### src/rtl/c8_pkg.sv
package c8_pkg;

	localparam int MEM_BYTES       = 4096;
	localparam int AW              = 12;
	localparam int SCREEN_W        = 64;
	localparam int SCREEN_H        = 32;
	localparam int ROW_AW          = 5;
	localparam int STACK_DEPTH_DEF = 16;
	localparam int FONT_BYTES      = 80;

	localparam logic [AW-1:0] PC_RESET = 12'h200;

	// request codes
	localparam logic [1:0] RQ_EXEC  = 2'd0;
	localparam logic [1:0] RQ_WRITE = 2'd1;
	localparam logic [1:0] RQ_ROW   = 2'd2;
	localparam logic [1:0] RQ_NOP   = 2'd3;

	// major opcodes
	localparam logic [3:0] OP_SYS     = 4'h0;
	localparam logic [3:0] OP_JUMP    = 4'h1;
	localparam logic [3:0] OP_CALL    = 4'h2;
	localparam logic [3:0] OP_SKIP_EQ = 4'h3;
	localparam logic [3:0] OP_SKIP_NE = 4'h4;
	localparam logic [3:0] OP_SKIP_RE = 4'h5;
	localparam logic [3:0] OP_SET     = 4'h6;
	localparam logic [3:0] OP_ADD     = 4'h7;
	localparam logic [3:0] OP_ALU     = 4'h8;
	localparam logic [3:0] OP_SKIP_RN = 4'h9;
	localparam logic [3:0] OP_INDEX   = 4'hA;
	localparam logic [3:0] OP_JUMP_V0 = 4'hB;
	localparam logic [3:0] OP_RAND    = 4'hC;
	localparam logic [3:0] OP_DRAW    = 4'hD;
	localparam logic [3:0] OP_KEY     = 4'hE;
	localparam logic [3:0] OP_MISC    = 4'hF;

	localparam logic [15:0] INS_CLS = 16'h00E0;
	localparam logic [15:0] INS_RET = 16'h00EE;

	// ALU sub-codes
	localparam logic [3:0] ALU_MOV = 4'h0;
	localparam logic [3:0] ALU_OR  = 4'h1;
	localparam logic [3:0] ALU_AND = 4'h2;
	localparam logic [3:0] ALU_XOR = 4'h3;
	localparam logic [3:0] ALU_ADD = 4'h4;
	localparam logic [3:0] ALU_SUB = 4'h5;
	localparam logic [3:0] ALU_SHR = 4'h6;
	localparam logic [3:0] ALU_RSB = 4'h7;
	localparam logic [3:0] ALU_SHL = 4'hE;

	// miscellaneous and key sub-codes
	localparam logic [7:0] FN_DELAY_RD  = 8'h07;
	localparam logic [7:0] FN_KEY_WAIT  = 8'h0A;
	localparam logic [7:0] FN_DELAY_WR  = 8'h15;
	localparam logic [7:0] FN_SOUND_WR  = 8'h18;
	localparam logic [7:0] FN_INDEX_ADD = 8'h1E;
	localparam logic [7:0] FN_GLYPH     = 8'h29;
	localparam logic [7:0] FN_BCD       = 8'h33;
	localparam logic [7:0] FN_STORE     = 8'h55;
	localparam logic [7:0] FN_LOAD      = 8'h65;
	localparam logic [7:0] FN_SKIP_KEY  = 8'h9E;
	localparam logic [7:0] FN_SKIP_NKEY = 8'hA1;

	typedef enum logic [4:0] {
		CMD_NONE,
		CMD_CLEAR,
		CMD_ACCEPT,
		CMD_MEM_WRITE,
		CMD_ROW_READ,
		CMD_FETCH_HI,
		CMD_FETCH_LO,
		CMD_DECODE,
		CMD_EXEC,
		CMD_FLAG,
		CMD_DRAW_RD,
		CMD_DRAW_WR,
		CMD_BCD,
		CMD_STORE_RD,
		CMD_STORE_WR,
		CMD_LOAD_RD,
		CMD_LOAD_WR,
		CMD_FINISH,
		CMD_RESULT
	} cmd_t;

	typedef enum logic [3:0] {
		ST_CLEAR,
		ST_IDLE,
		ST_DISPATCH,
		ST_FETCH_LO,
		ST_DECODE,
		ST_EXEC,
		ST_FLAG,
		ST_DRAW_RD,
		ST_DRAW_WR,
		ST_BCD,
		ST_STORE_RD,
		ST_STORE_WR,
		ST_LOAD_RD,
		ST_LOAD_WR,
		ST_FINISH,
		ST_RESULT
	} state_t;

	typedef struct packed {
		logic       clear_last;
		logic [1:0] req_cmd;
		logic [3:0] op;
		logic [7:0] nn;
		logic       n_zero;
		logic       needs_flag;
		logic       loop_last;
		logic       out_free;
	} status_t;

	function automatic logic [7:0] font_byte(input logic [6:0] a);
		logic [7:0] b;
		case (a)
			7'd0: b = 8'hF0; 7'd1: b = 8'h90; 7'd2: b = 8'h90; 7'd3: b = 8'h90;
			7'd4: b = 8'hF0; 7'd5: b = 8'h20; 7'd6: b = 8'h60; 7'd7: b = 8'h20;
			7'd8: b = 8'h20; 7'd9: b = 8'h70; 7'd10: b = 8'hF0; 7'd11: b = 8'h10;
			7'd12: b = 8'hF0; 7'd13: b = 8'h80; 7'd14: b = 8'hF0; 7'd15: b = 8'hF0;
			7'd16: b = 8'h10; 7'd17: b = 8'hF0; 7'd18: b = 8'h10; 7'd19: b = 8'hF0;
			7'd20: b = 8'h90; 7'd21: b = 8'h90; 7'd22: b = 8'hF0; 7'd23: b = 8'h10;
			7'd24: b = 8'h10; 7'd25: b = 8'hF0; 7'd26: b = 8'h80; 7'd27: b = 8'hF0;
			7'd28: b = 8'h10; 7'd29: b = 8'hF0; 7'd30: b = 8'hF0; 7'd31: b = 8'h80;
			7'd32: b = 8'hF0; 7'd33: b = 8'h90; 7'd34: b = 8'hF0; 7'd35: b = 8'hF0;
			7'd36: b = 8'h10; 7'd37: b = 8'h20; 7'd38: b = 8'h40; 7'd39: b = 8'h40;
			7'd40: b = 8'hF0; 7'd41: b = 8'h90; 7'd42: b = 8'hF0; 7'd43: b = 8'h90;
			7'd44: b = 8'hF0; 7'd45: b = 8'hF0; 7'd46: b = 8'h90; 7'd47: b = 8'hF0;
			7'd48: b = 8'h10; 7'd49: b = 8'hF0; 7'd50: b = 8'hF0; 7'd51: b = 8'h90;
			7'd52: b = 8'hF0; 7'd53: b = 8'h90; 7'd54: b = 8'h90; 7'd55: b = 8'hE0;
			7'd56: b = 8'h90; 7'd57: b = 8'hE0; 7'd58: b = 8'h90; 7'd59: b = 8'hE0;
			7'd60: b = 8'hF0; 7'd61: b = 8'h80; 7'd62: b = 8'h80; 7'd63: b = 8'h80;
			7'd64: b = 8'hF0; 7'd65: b = 8'hE0; 7'd66: b = 8'h90; 7'd67: b = 8'h90;
			7'd68: b = 8'h90; 7'd69: b = 8'hE0; 7'd70: b = 8'hF0; 7'd71: b = 8'h80;
			7'd72: b = 8'hF0; 7'd73: b = 8'h80; 7'd74: b = 8'hF0; 7'd75: b = 8'hF0;
			7'd76: b = 8'h80; 7'd77: b = 8'hF0; 7'd78: b = 8'h80; 7'd79: b = 8'h80;
			default: b = 8'h00;
		endcase
		return b;
	endfunction

	// hundreds, tens, ones of a byte; tens by reciprocal multiply (valid below 100)
	function automatic logic [11:0] bcd_digits(input logic [7:0] v);
		logic [3:0]  h;
		logic [3:0]  t;
		logic [3:0]  o;
		logic [7:0]  r;
		logic [14:0] p;
		if (v >= 8'd200) begin
			h = 4'd2;
			r = v - 8'd200;
		end else if (v >= 8'd100) begin
			h = 4'd1;
			r = v - 8'd100;
		end else begin
			h = 4'd0;
			r = v;
		end
		p = 15'(r) * 15'd205;
		t = p[14:11];
		o = 4'(r - 8'(t) * 8'd10);
		return {h, t, o};
	endfunction

	function automatic logic [3:0] highest_key(input logic [15:0] k);
		logic [3:0] h;
		h = 4'd0;
		for (int j = 0; j < 16; j++) begin
			if (k[j]) h = 4'(j);
		end
		return h;
	endfunction

endpackage

### src/rtl/c8_ctrl.sv
module c8_ctrl (
	input  logic            clk,
	input  logic            arst_n,
	input  logic            req_valid,
	input  c8_pkg::status_t status,
	output c8_pkg::cmd_t    cmd,
	output logic            req_stall
);
	import c8_pkg::*;

	state_t state_q;
	state_t state_nx;

	always_ff @(posedge clk or negedge arst_n) begin
		if (!arst_n) begin
			state_q <= ST_CLEAR;
		end else begin
			state_q <= state_nx;
		end
	end

	always_comb begin
		state_nx  = state_q;
		cmd       = CMD_NONE;
		req_stall = 1'b1;
		case (state_q)
			ST_CLEAR: begin
				cmd = CMD_CLEAR;
				if (status.clear_last) state_nx = ST_IDLE;
			end
			ST_IDLE: begin
				req_stall = 1'b0;
				if (req_valid) begin
					cmd      = CMD_ACCEPT;
					state_nx = ST_DISPATCH;
				end
			end
			ST_DISPATCH: begin
				case (status.req_cmd)
					RQ_EXEC: begin
						cmd      = CMD_FETCH_HI;
						state_nx = ST_FETCH_LO;
					end
					RQ_WRITE: begin
						cmd      = CMD_MEM_WRITE;
						state_nx = ST_RESULT;
					end
					RQ_ROW: begin
						cmd      = CMD_ROW_READ;
						state_nx = ST_RESULT;
					end
					default: state_nx = ST_RESULT;
				endcase
			end
			ST_FETCH_LO: begin
				cmd      = CMD_FETCH_LO;
				state_nx = ST_DECODE;
			end
			ST_DECODE: begin
				cmd      = CMD_DECODE;
				state_nx = ST_EXEC;
			end
			ST_EXEC: begin
				cmd      = CMD_EXEC;
				state_nx = ST_FINISH;
				if (status.op == OP_DRAW) begin
					state_nx = status.n_zero ? ST_FLAG : ST_DRAW_RD;
				end else if (status.op == OP_MISC && status.nn == FN_BCD) begin
					state_nx = ST_BCD;
				end else if (status.op == OP_MISC && status.nn == FN_STORE) begin
					state_nx = ST_STORE_RD;
				end else if (status.op == OP_MISC && status.nn == FN_LOAD) begin
					state_nx = ST_LOAD_RD;
				end else if (status.needs_flag) begin
					state_nx = ST_FLAG;
				end
			end
			ST_FLAG: begin
				cmd      = CMD_FLAG;
				state_nx = ST_FINISH;
			end
			ST_DRAW_RD: begin
				cmd      = CMD_DRAW_RD;
				state_nx = ST_DRAW_WR;
			end
			ST_DRAW_WR: begin
				cmd      = CMD_DRAW_WR;
				state_nx = status.loop_last ? ST_FLAG : ST_DRAW_RD;
			end
			ST_BCD: begin
				cmd = CMD_BCD;
				if (status.loop_last) state_nx = ST_FINISH;
			end
			ST_STORE_RD: begin
				cmd      = CMD_STORE_RD;
				state_nx = ST_STORE_WR;
			end
			ST_STORE_WR: begin
				cmd      = CMD_STORE_WR;
				state_nx = status.loop_last ? ST_FINISH : ST_STORE_RD;
			end
			ST_LOAD_RD: begin
				cmd      = CMD_LOAD_RD;
				state_nx = ST_LOAD_WR;
			end
			ST_LOAD_WR: begin
				cmd      = CMD_LOAD_WR;
				state_nx = status.loop_last ? ST_FINISH : ST_LOAD_RD;
			end
			ST_FINISH: begin
				cmd      = CMD_FINISH;
				state_nx = ST_RESULT;
			end
			ST_RESULT: begin
				cmd = CMD_RESULT;
				if (status.out_free) state_nx = ST_IDLE;
			end
			default: state_nx = ST_IDLE;
		endcase
	end

endmodule

### config.mk
export PLATFORM = sky130hd
export DESIGN_NAME = c8_ctrl
export DESIGN_NICKNAME = d
export VERILOG_FILES = /design/src/rtl/c8_pkg.sv /design/src/rtl/c8_ctrl.sv
export SDC_FILE = /design/constraint.sdc
export NUM_CORES = 1
export LEC_CHECK = 0
export ABC_AREA = 0
export BUFFER_PORTS_ARGS = -buffer_cell sky130_fd_sc_hd__buf_2
export CELL_PAD_IN_SITES_DETAIL_PLACEMENT = 0
export CELL_PAD_IN_SITES_GLOBAL_PLACEMENT = 1
export CORE_MARGIN = 1.5
export CORE_UTILIZATION = 29
export CTS_CLUSTER_DIAMETER = 120
export DETAILED_ROUTE_END_ITERATION = 10
export GPL_ROUTABILITY_DRIVEN = 0
export GPL_TIMING_DRIVEN = 0
export PLACE_DENSITY_LB_ADDON = 0.05
export SLEW_MARGIN = 20
export SYNTH_ARGS = -nofsm -noshare
export SYNTH_HDL_FRONTEND = slang
export SYNTH_SLANG_ARGS = --single-unit
### constraint.sdc
create_clock -name clk -period 2 [get_ports clk]
set_clock_uncertainty 0.05 [all_clocks]
set_input_delay 0.2 -clock clk [delete_from_list [all_inputs] [get_ports clk]]
set_output_delay 0.2 -clock clk [all_outputs]
set_load 0.05 [all_outputs]
==> impl_metrics.toml, run 1 <==
[run_status]
status = "finished, final reports clean"

[setup_path]
reg2reg_from = "state_q[2]"
worstPathRequired_ns = 1.75
critPathKind = "register to primary output"
cp_max_fo = 10
r2r_cells = 5
reg2reg_to = "state_q[2]"
reg2reg_slack_ns = 0.33
cp-start-kind = "register"
worstSetupEndpointType = "primary output"
critPathArrivalTime_ns = 1.62

[floorplan]
num_rows = 15
start_util = 0.319
fp.dieH_um = 47.3
dieArea_um2 = 2240
io_pins = 28
die_x_um = 47.3
core_um2 = 1780

[routing]
top_layer_used = "met4"
wl_met1_um = 823
via_per_inst = 5.23
drt_first_pass_iters = 4
routed-via-count = 722
wl_per_cell_um = 11.8
route.antenna.remaining_nets = 0
wl_met3_um = 89
drtIter0Drc = 14
finalWirelength_um = 1630
route.met2.wl_um = 699
drc = 0

[synthesis]
synth_area_per_cell_um2 = 6.86
synth_area_um2 = 569
synth_cells = 83
ys_seq_area_frac = 0.176
yosys_warnings = 0
synth_cell_types = 31
synth_seq_cells = 4
syn_nets = 105

[power]
peakVddDrop_mv = 1.04
power.leakage_nw = 0.332
clock_power_share = 0.071
power.density_nw_per_um2 = 1840
p_seq_frac = 0.125
switching_power_uw = 862
p_int_uw = 556
power_frac_comb = 0.804
p_sw_frac = 0.608

[final_layout]
largest-register = "state_q"
drive_above_1_share = 0.354
nets = 137
top_regs = "state_q x4"
largest_register_ffs = 4
fillerInstances = 207
diodes = 0
area.growth.synth_to_final_pct = 35.6
utilization = 0.433

[timing]
tns_ns = 0
worst_slack_ns = 0.129
slew_viol_final = 0
relSlewSlack = 0.689
period_needed_ns = 1.87
tightest_slew_ns = 0.465
final_hold_viol_count = 0
finalSetupViolations = 0
finalCritPeriodShare = 0.935
rsz0062_at_grt = "no"
max_freq_mhz = 535

[placement]
place_hpwl_um = 1310
numPortBuffers = 27
place_ws_ns = 0.239

[cts]
cts_buffers = 3
h-tree-depth = 1
clk_pin_slew_ns = 0.04
cts_sinks = 4
clk_latency_ns = 0.23
cts_buffer_depth = 2
cts_tree = "built"
cts_root_buffer = "clkbuf_4"

[global_route]
grt_max_degree = 18
grt_overflow = 0
grt_pass1_vias = 600
track_usage = 0.162
antenna_found_initial = 0
grt_pass1_wl_um = 2600

[hold_path]
hold_path_depth = 3
min-delay-start = "status[18]"
whs_endpoint = "state_q[0]"
holdCritPathClass = "primary input to register"

[flow_run]
max-cap-violations = 0
==> power groups by stage <==
| stage | registers (mW) | logic, mW | clock network (mW) |
|---|---|---|---|
| final | 0.178 | 1.14 | 0.101 |
| after global routing | 0.185 | 1.24 | 0.113 |
| after CTS | 0.177 | 1.13 | 0.104 |
| after detailed placement | 0.177 | 1.13 | 0 |
| after global placement | 0.181 | 1.14 | 0 |
| after floorplan | 0.160 | 0.897 | 0 |
==> through the flow <==
stage,cells,hold WS [ns],instance area (um^2),power [mW]
final,138,0.219,772,1.42
after global routing,138,0.257,772,1.54
after floorplan,83,-0.146,569,1.06
after detailed placement,135,-0.0438,736,1.31
after global placement,135,-0.0459,736,1.32
after CTS,138,0.220,764,1.41
==> how the worst max path moves through the flow <==
stage	end	start	slack [ns]	depth (start not counted)
final	cmd[3]	state_q[0]	0.13	4
after global routing	cmd[3]	state_q[0]	0.01	4
after CTS	cmd[2]	state_q[0]	0.02	4
after detailed placement	cmd[2]	state_q[1]	0.24	5
after global placement	cmd[2]	state_q[1]	0.24	5
after floorplan	cmd[3]	state_q[1]	0.01	4
==> placed cells by master (no fill, tap or decap), drive strengths merged <==
cell         Yosys  layout
buf              3      29
nand2           12      12
nor2             9       9
a21oi            9       9
o21ai            7       7
clkbuf           2       5
dfrtp            4       4
a31oi            3       3
nor2b            3       3
nand3            3       3
nor3             3       3
o22ai            3       3
o21bai           2       2
o221ai           2       2
nand2b           2       2
o32ai            2       2
nand3b           2       2
or4b             2       2
nor4b            1       1
clkinvlp         0       1
o32a             1       1
xnor2            1       1
and4bb           1       1
or3              1       1
o211ai           1       1
inv              2       1
a32oi            1       1
or2              1       1
dlygate4sd3      0       1
==> final cells by class <==
cell class	count	area (um^2)	area share
sequential	4	100	0.130
clock buffer	3	22.5	0.0292
tap	25	31.3	0.0405
timing repair buffer	28	145	0.188
inverter	2	11.3	0.0146
multi-input combinational	72	437	0.566
buffer	4	25.0	0.0324
==> cell families (layout without fill, tap and decap cells) <==
kind of cell	Yosys count	in the layout	share of synthesized area
AND/OR/NAND/NOR	40	40	0.404
XOR/XNOR	1	1	0.0154
AO/OA/AOI/OAI	31	31	0.347
buffers and inverters	7	37	0.0572
flip-flops	4	4	0.176
==> cell usage after synthesis <==
cell      number  area, um^2
buf_4          1        7.51
o21ai_0        7        35.0
a21oi_1        8        40.0
buf_2          2        10.0
a32oi_1        1        8.76
nand3_1        3        15.0
or4b_1         1        10.0
o211ai_1       1        7.51
nand3b_1       1        7.51
o22ai_1        3        18.8
nand3b_4       1        20.0
nor3_1         3        15.0
o32ai_1        2        17.5
dfrtp_1        4         100
a21oi_2        1        8.76
and4bb_2       1        12.5
o21bai_1       2        15.0
xnor2_1        1        8.76
nor2_1         9        33.8
o221ai_1       2        17.5
nand2b_1       2        12.5
a31oi_1        3        18.8
nor4b_1        1        8.76
or2_1          1        6.26
o32a_1         1        10.0
or3_4          1        11.3
nand2_1       12        45.0
or4b_4         1        13.8
nor2b_1        3        18.8
inv_1          2        7.51
clkbuf_1       2        7.51
==> per-layer routing <==
metal	GRT usage	vias to the layer above
met1	0.228	315
met4	0.0500	0
li1	-	378
met5	0	-
met3	0.0115	2
met2	0.259	27
==> worst max-delay path, stage by stage (launching register included) <==
cell      delay [ns]
dfrtp_1         0.46
clkbuf_2        0.22
o21ai_0         0.27
xnor2_1         0.15
buf_2           0.27
==> what timing repair did <==
action	CTS	global route
endpoints found under the setup margin	1	3
resized for setup	0	4
hold buffers	1	0
buffers inserted	0	0
endpoints found under the hold margin	4	0
(Power assumes the default switching activity.)
==> inputs of run 2 (changes only) <==
BUFFER_PORTS_ARGS = -buffer_cell sky130_fd_sc_hd__clkbuf_2   (was -buffer_cell sky130_fd_sc_hd__buf_2)
==> run 2 against run 1 <==
First-iteration DRC count up 64%. Via count fell by 0.97%. Sequential power is 12% higher. Global-route usage shrank 0.53 points. Critical path depth increased by 1. Critical path type unchanged. Setup slack improved by 0.0030 ns.
==> impl_metrics.toml, run 2 (synthesized netlist as in run 1, its figures left out) <==
[run_status]
status = "finished, final reports clean"

[floorplan]
start_util = 0.319
io_pins = 28
die_x_um = 47.3
core_um2 = 1780
num_rows = 15
dieArea_um2 = 2240
fp.dieH_um = 47.3

[setup_path]
critPathArrivalTime_ns = 1.62
max_stage_delay_ns = 0.37
worstPathRequired_ns = 1.75
cp_max_fo = 10
worstSetupEndpointType = "primary output"
path_cells = "clkbuf_4, clkinvlp_4, a21oi_1, o32a_1, clkbuf_2"
critPathKind = "register to primary output"
slowest_stage = "dfrtp_1"
cp-start-kind = "register"

[final_layout]
area.growth.synth_to_final_pct = 35.2
nets = 136
top_regs = "state_q x4"
diodes = 0
final_cells = 137
largest_register_ffs = 4
design_area_um2 = 769
largest-register = "state_q"
drive_above_1_share = 0.357
final_common_cell = "clkbuf_2"
final_cell_mix = "clkbuf_2, nand2_1, nor2_1, a21oi_1, o21ai_0"

[flow_run]
max-cap-violations = 0

[timing]
tightest_slew_ns = 0.482
tns_ns = 0
relSlewSlack = 0.679
max_freq_mhz = 535
period_needed_ns = 1.87
final_hold_viol_count = 0
rsz0062_at_grt = "no"
fin_hold_ws_ns = 0.215
slew_viol_final = 0
finalCritPeriodShare = 0.934
finalSetupViolations = 0

[cts]
cts_root_buffer = "clkbuf_4"
clk_latency_ns = 0.23
cts_tree = "built"
post_cts_buffers = 0
h-tree-depth = 1
cts_buffers = 3
cts_sinks = 4
cts_buffer_depth = 2
clk_pin_slew_ns = 0.04

[routing]
drtIter0Drc = 23
drc = 0
via_per_inst = 5.22
drt_first_pass_iters = 4
route.antenna.remaining_nets = 0
wl_per_cell_um = 11.9
finalWirelength_um = 1630
routed-via-count = 715

[global_route]
grt_pass1_vias = 590
antenna_found_initial = 0
grt_max_degree = 18
grt_pass1_wl_um = 2510
grt_overflow = 0
track_usage = 0.156

[placement]
dpl_cell_area_um2 = 736
place_hpwl_um = 1300
place_inst = 135
numPortBuffers = 27

[power]
peakVddDrop_mv = 0.883
power.density_nw_per_um2 = 1830
power.leakage_nw = 0.334

[hold_path]
holdCritPathClass = "primary input to register"
-- run 2: final cells by class --
cell class                 count  area (um^2)
buffer                         3         20.0
clock buffer                   3         22.5
fill                         195         1010
inverter                       2         11.3
multi-input combinational     72          439
sequential                     4          100
tap                           25         31.3
timing repair buffer          28          145
-- run 2: per-layer routing --
| metal | GRT usage | wire, um | vias up |
|---|---|---|---|
| met2 | 0.246 | 711 | 25 |
| met3 | 0.0231 | 97 | 2 |
| li1 | - | - | 372 |
| met1 | 0.224 | 804 | 316 |
| met5 | 0 | 0 | - |
| met4 | 0.0333 | 14 | 0 |
-- run 2: through the flow --
step	setup slack, ns	util	power (mW)
floorplan	0.0131	-	1.06
global placement	0.192	0.413	1.32
CTS	0.0478	0.427	1.40
detailed placement	0.221	0.413	1.31
global route	0.0279	0.432	1.52
finish	0.132	0.432	1.41
-- run 2: worst paths after layout --
path	to	slack [ns]	start	cells after the start
worst min register to register	state_q[0]	0.62	state_q[3]	2
worst min-delay path	state_q[0]	0.21	status[18]	3
worst max-delay path	cmd[2]	0.13	state_q[3]	5
min in group asynchronous	state_q[1]	0.25	arst_n	2
worst max register to register	state_q[0]	0.36	state_q[0]	4
max in group asynchronous	state_q[3]	1.53	arst_n	2
-- run 2: repair_timing --
action,CTS,global route
hold endpoints to repair,4,0
hold buffers,1,0
pin swaps,0,0
endpoints found under the setup margin,2,2
resized for setup,0,3
-- run 2: worst max-delay path: cells and delay by family, from the launching register on --
family	cells	cell delay, ns
AOI/OAI and AO/OA	2	0.33
DFF	1	0.37
buffers and inverters	3	0.68
-- run 2: report_power, final --
group / leakage (nW) / internal (mW) / switching [mW]
logic: 0.273 / 0.353 / 0.758
clock network: 0.0138 / 0.0671 / 0.0328
registers: 0.0467 / 0.128 / 0.0725
==> inputs of run 3 (changes only) <==
ABC_CLOCK_PERIOD_IN_PS = 2000   (was default)
RECOVER_POWER = 50   (was default)
REMOVE_ABC_BUFFERS = 1   (was default)
==> run 3 against run 2 <==
Core utilization decreased by 1.3 points. Power is 3.0% lower. Via count decreased by 2.2%. First-iteration DRC count is 87% lower. Global-route usage decreased by 0.84 points. Die area stayed put. Sequential power increased by 52%. Largest cell class unchanged. Largest power group unchanged. Highest routed layer unchanged.
==> impl_metrics.toml, run 3 (synthesized netlist as in run 1, its figures left out) <==
[cts]
h-tree-depth = 1
cts_root_buffer = "clkbuf_4"
cts_tree = "built"
post_cts_buffers = 0
cts_buffer_depth = 2
clk_pin_slew_ns = 0.04
cts_buffers = 3
cts_sinks = 4
clk_latency_ns = 0.23

[final_layout]
area.growth.synth_to_final_pct = 31.2
design_area_um2 = 747
nets = 133
utilization = 0.419
final_common_cell = "clkbuf_2"
fillerInstances = 206
final_cell_mix = "clkbuf_2, nand2_1, nor2_1, a21oi_1, o21ai_0"
largest_register_ffs = 4
regArea_um2 = 103
drive_above_1_share = 0.339
top_regs = "state_q x4"
diodes = 0
largest-register = "state_q"
multi_input_area_um2 = 439

[timing]
max_freq_mhz = 528
relSlewSlack = 0.674
worst_slack_ns = 0.105
slew_viol_final = 0
tightest_slew_ns = 0.489
final_hold_viol_count = 0
finalSetupViolations = 0
finalCritPeriodShare = 0.947
period_needed_ns = 1.89
rsz0062_at_grt = "no"
tns_ns = 0

[routing]
drc = 0
route.antenna.remaining_nets = 0
drtIter0Drc = 3
routed-via-count = 699
via_per_inst = 5.22
drt_first_pass_iters = 4
wl_per_cell_um = 12.1
finalWirelength_um = 1620

[placement]
numPortBuffers = 27
place_hpwl_um = 1230
place_ws_ns = 0.162
dpl_cell_area_um2 = 711

[global_route]
use_met2 = 0.224
grt_pass1_wl_um = 2370
gr-max-usage-layer = "met2"
met3_usage = 0.0154
met1_usage = 0.209
antenna_found_initial = 0
track_usage = 0.148
grt_overflow = 0
grt_max_degree = 18
grt_pass1_vias = 554

[floorplan]
io_pins = 28
core_um2 = 1780
dieArea_um2 = 2240
num_rows = 15
start_util = 0.319
die_x_um = 47.3
fp.dieH_um = 47.3

[power]
peakVddDrop_mv = 1.04
power.density_nw_per_um2 = 1830
power.leakage_nw = 0.321

[hold_path]
holdCritPathClass = "primary input to register"
hold_path_depth = 3
whs_endpoint = "state_q[0]"
min-delay-start = "status[18]"

[setup_path]
reg2reg_to = "state_q[2]"
crit_start = "state_q[3]"
critPathArrivalTime_ns = 1.64
critPathBufInv = 2
worstSetupEndpointType = "primary output"
path_cells = "inv_1, a21oi_1, o32a_1, clkbuf_2"
reg2reg_slack_ns = 0.30
worstPathRequired_ns = 1.75
slowest_stage = "dfrtp_2"
r2r_cells = 5
critPathKind = "register to primary output"
cp-start-kind = "register"
cp_max_fo = 12
reg2reg_from = "state_q[2]"
cp_num_cells = 4
crit_family = "flip-flops"
max_stage_delay_ns = 0.49

[flow_run]
max-cap-violations = 0

[run_status]
status = "finished, final reports clean"
run 3: cell count changes in the layout (fill, tap and decap cells not counted), sizes merged:
| cell | change |
|---|---|
| clkinvlp | -1 |
| clkbuf | -1 |
| buf | -2 |
| inv | +1 |
run 3: what timing repair did:
item | 4_1_cts | 5_1_grt
hold endpoints to repair | 4 | 0
pin swaps | 0 | 0
setup endpoints to repair | 1 | 2
hold buffers | 1 | 0
resized for setup | 1 | 2
cloned | 0 | 0
run 3: cell type report:
| type | instances | area share |
|---|---|---|
| clock buffer | 3 | 0.0302 |
| inverter | 2 | 0.0101 |
| multi-input combinational | 72 | 0.588 |
| sequential | 4 | 0.137 |
| tap | 25 | 0.0419 |
| timing repair buffer | 28 | 0.193 |
run 3: how the worst max path moves through the flow:
stage,end,slack [ns]
final,cmd[2],0.11
after global routing,cmd[1],0.01
after CTS,cmd[2],0.04
after detailed placement,state_q[2],0.16
after global placement,state_q[2],0.15
after floorplan,cmd[3],0.16
run 3: where the power goes:
| part | switching (mW) | internal, mW | total (mW) |
|---|---|---|---|
| combinational | 0.647 | 0.318 | 0.965 |
| clock | 0.0332 | 0.0671 | 0.100 |
| sequential | 0.173 | 0.131 | 0.304 |
| total | 0.853 | 0.516 | 1.37 |
run 3: routing by layer:
| metal | wire [um] | share of wire |
|---|---|---|
| met3 | 73 | 0.045 |
| met1 | 794 | 0.49 |
| met5 | 0 | 0 |
| met2 | 721 | 0.45 |
| met4 | 27 | 0.017 |
run 3: worst reg2reg max path, stage by stage, from the launching register on:
cell and delay [ns]:
dfrtp_1 0.53, nor2_2 0.35, nand2_1 0.13, o22ai_1 0.21, o22ai_1 0.11, or2_1 0.20
run 3: through the flow:
step / power, mW / instances / hold slack [ns]
2_1_floorplan: 1.01 / 78 / -0.146
3_3_place_gp: 1.25 / 130 / -0.0450
3_5_place_dp: 1.26 / 130 / -0.0442
4_1_cts: 1.37 / 134 / 0.221
5_1_grt: 1.47 / 134 / 0.244
6_report: 1.37 / 134 / 0.219
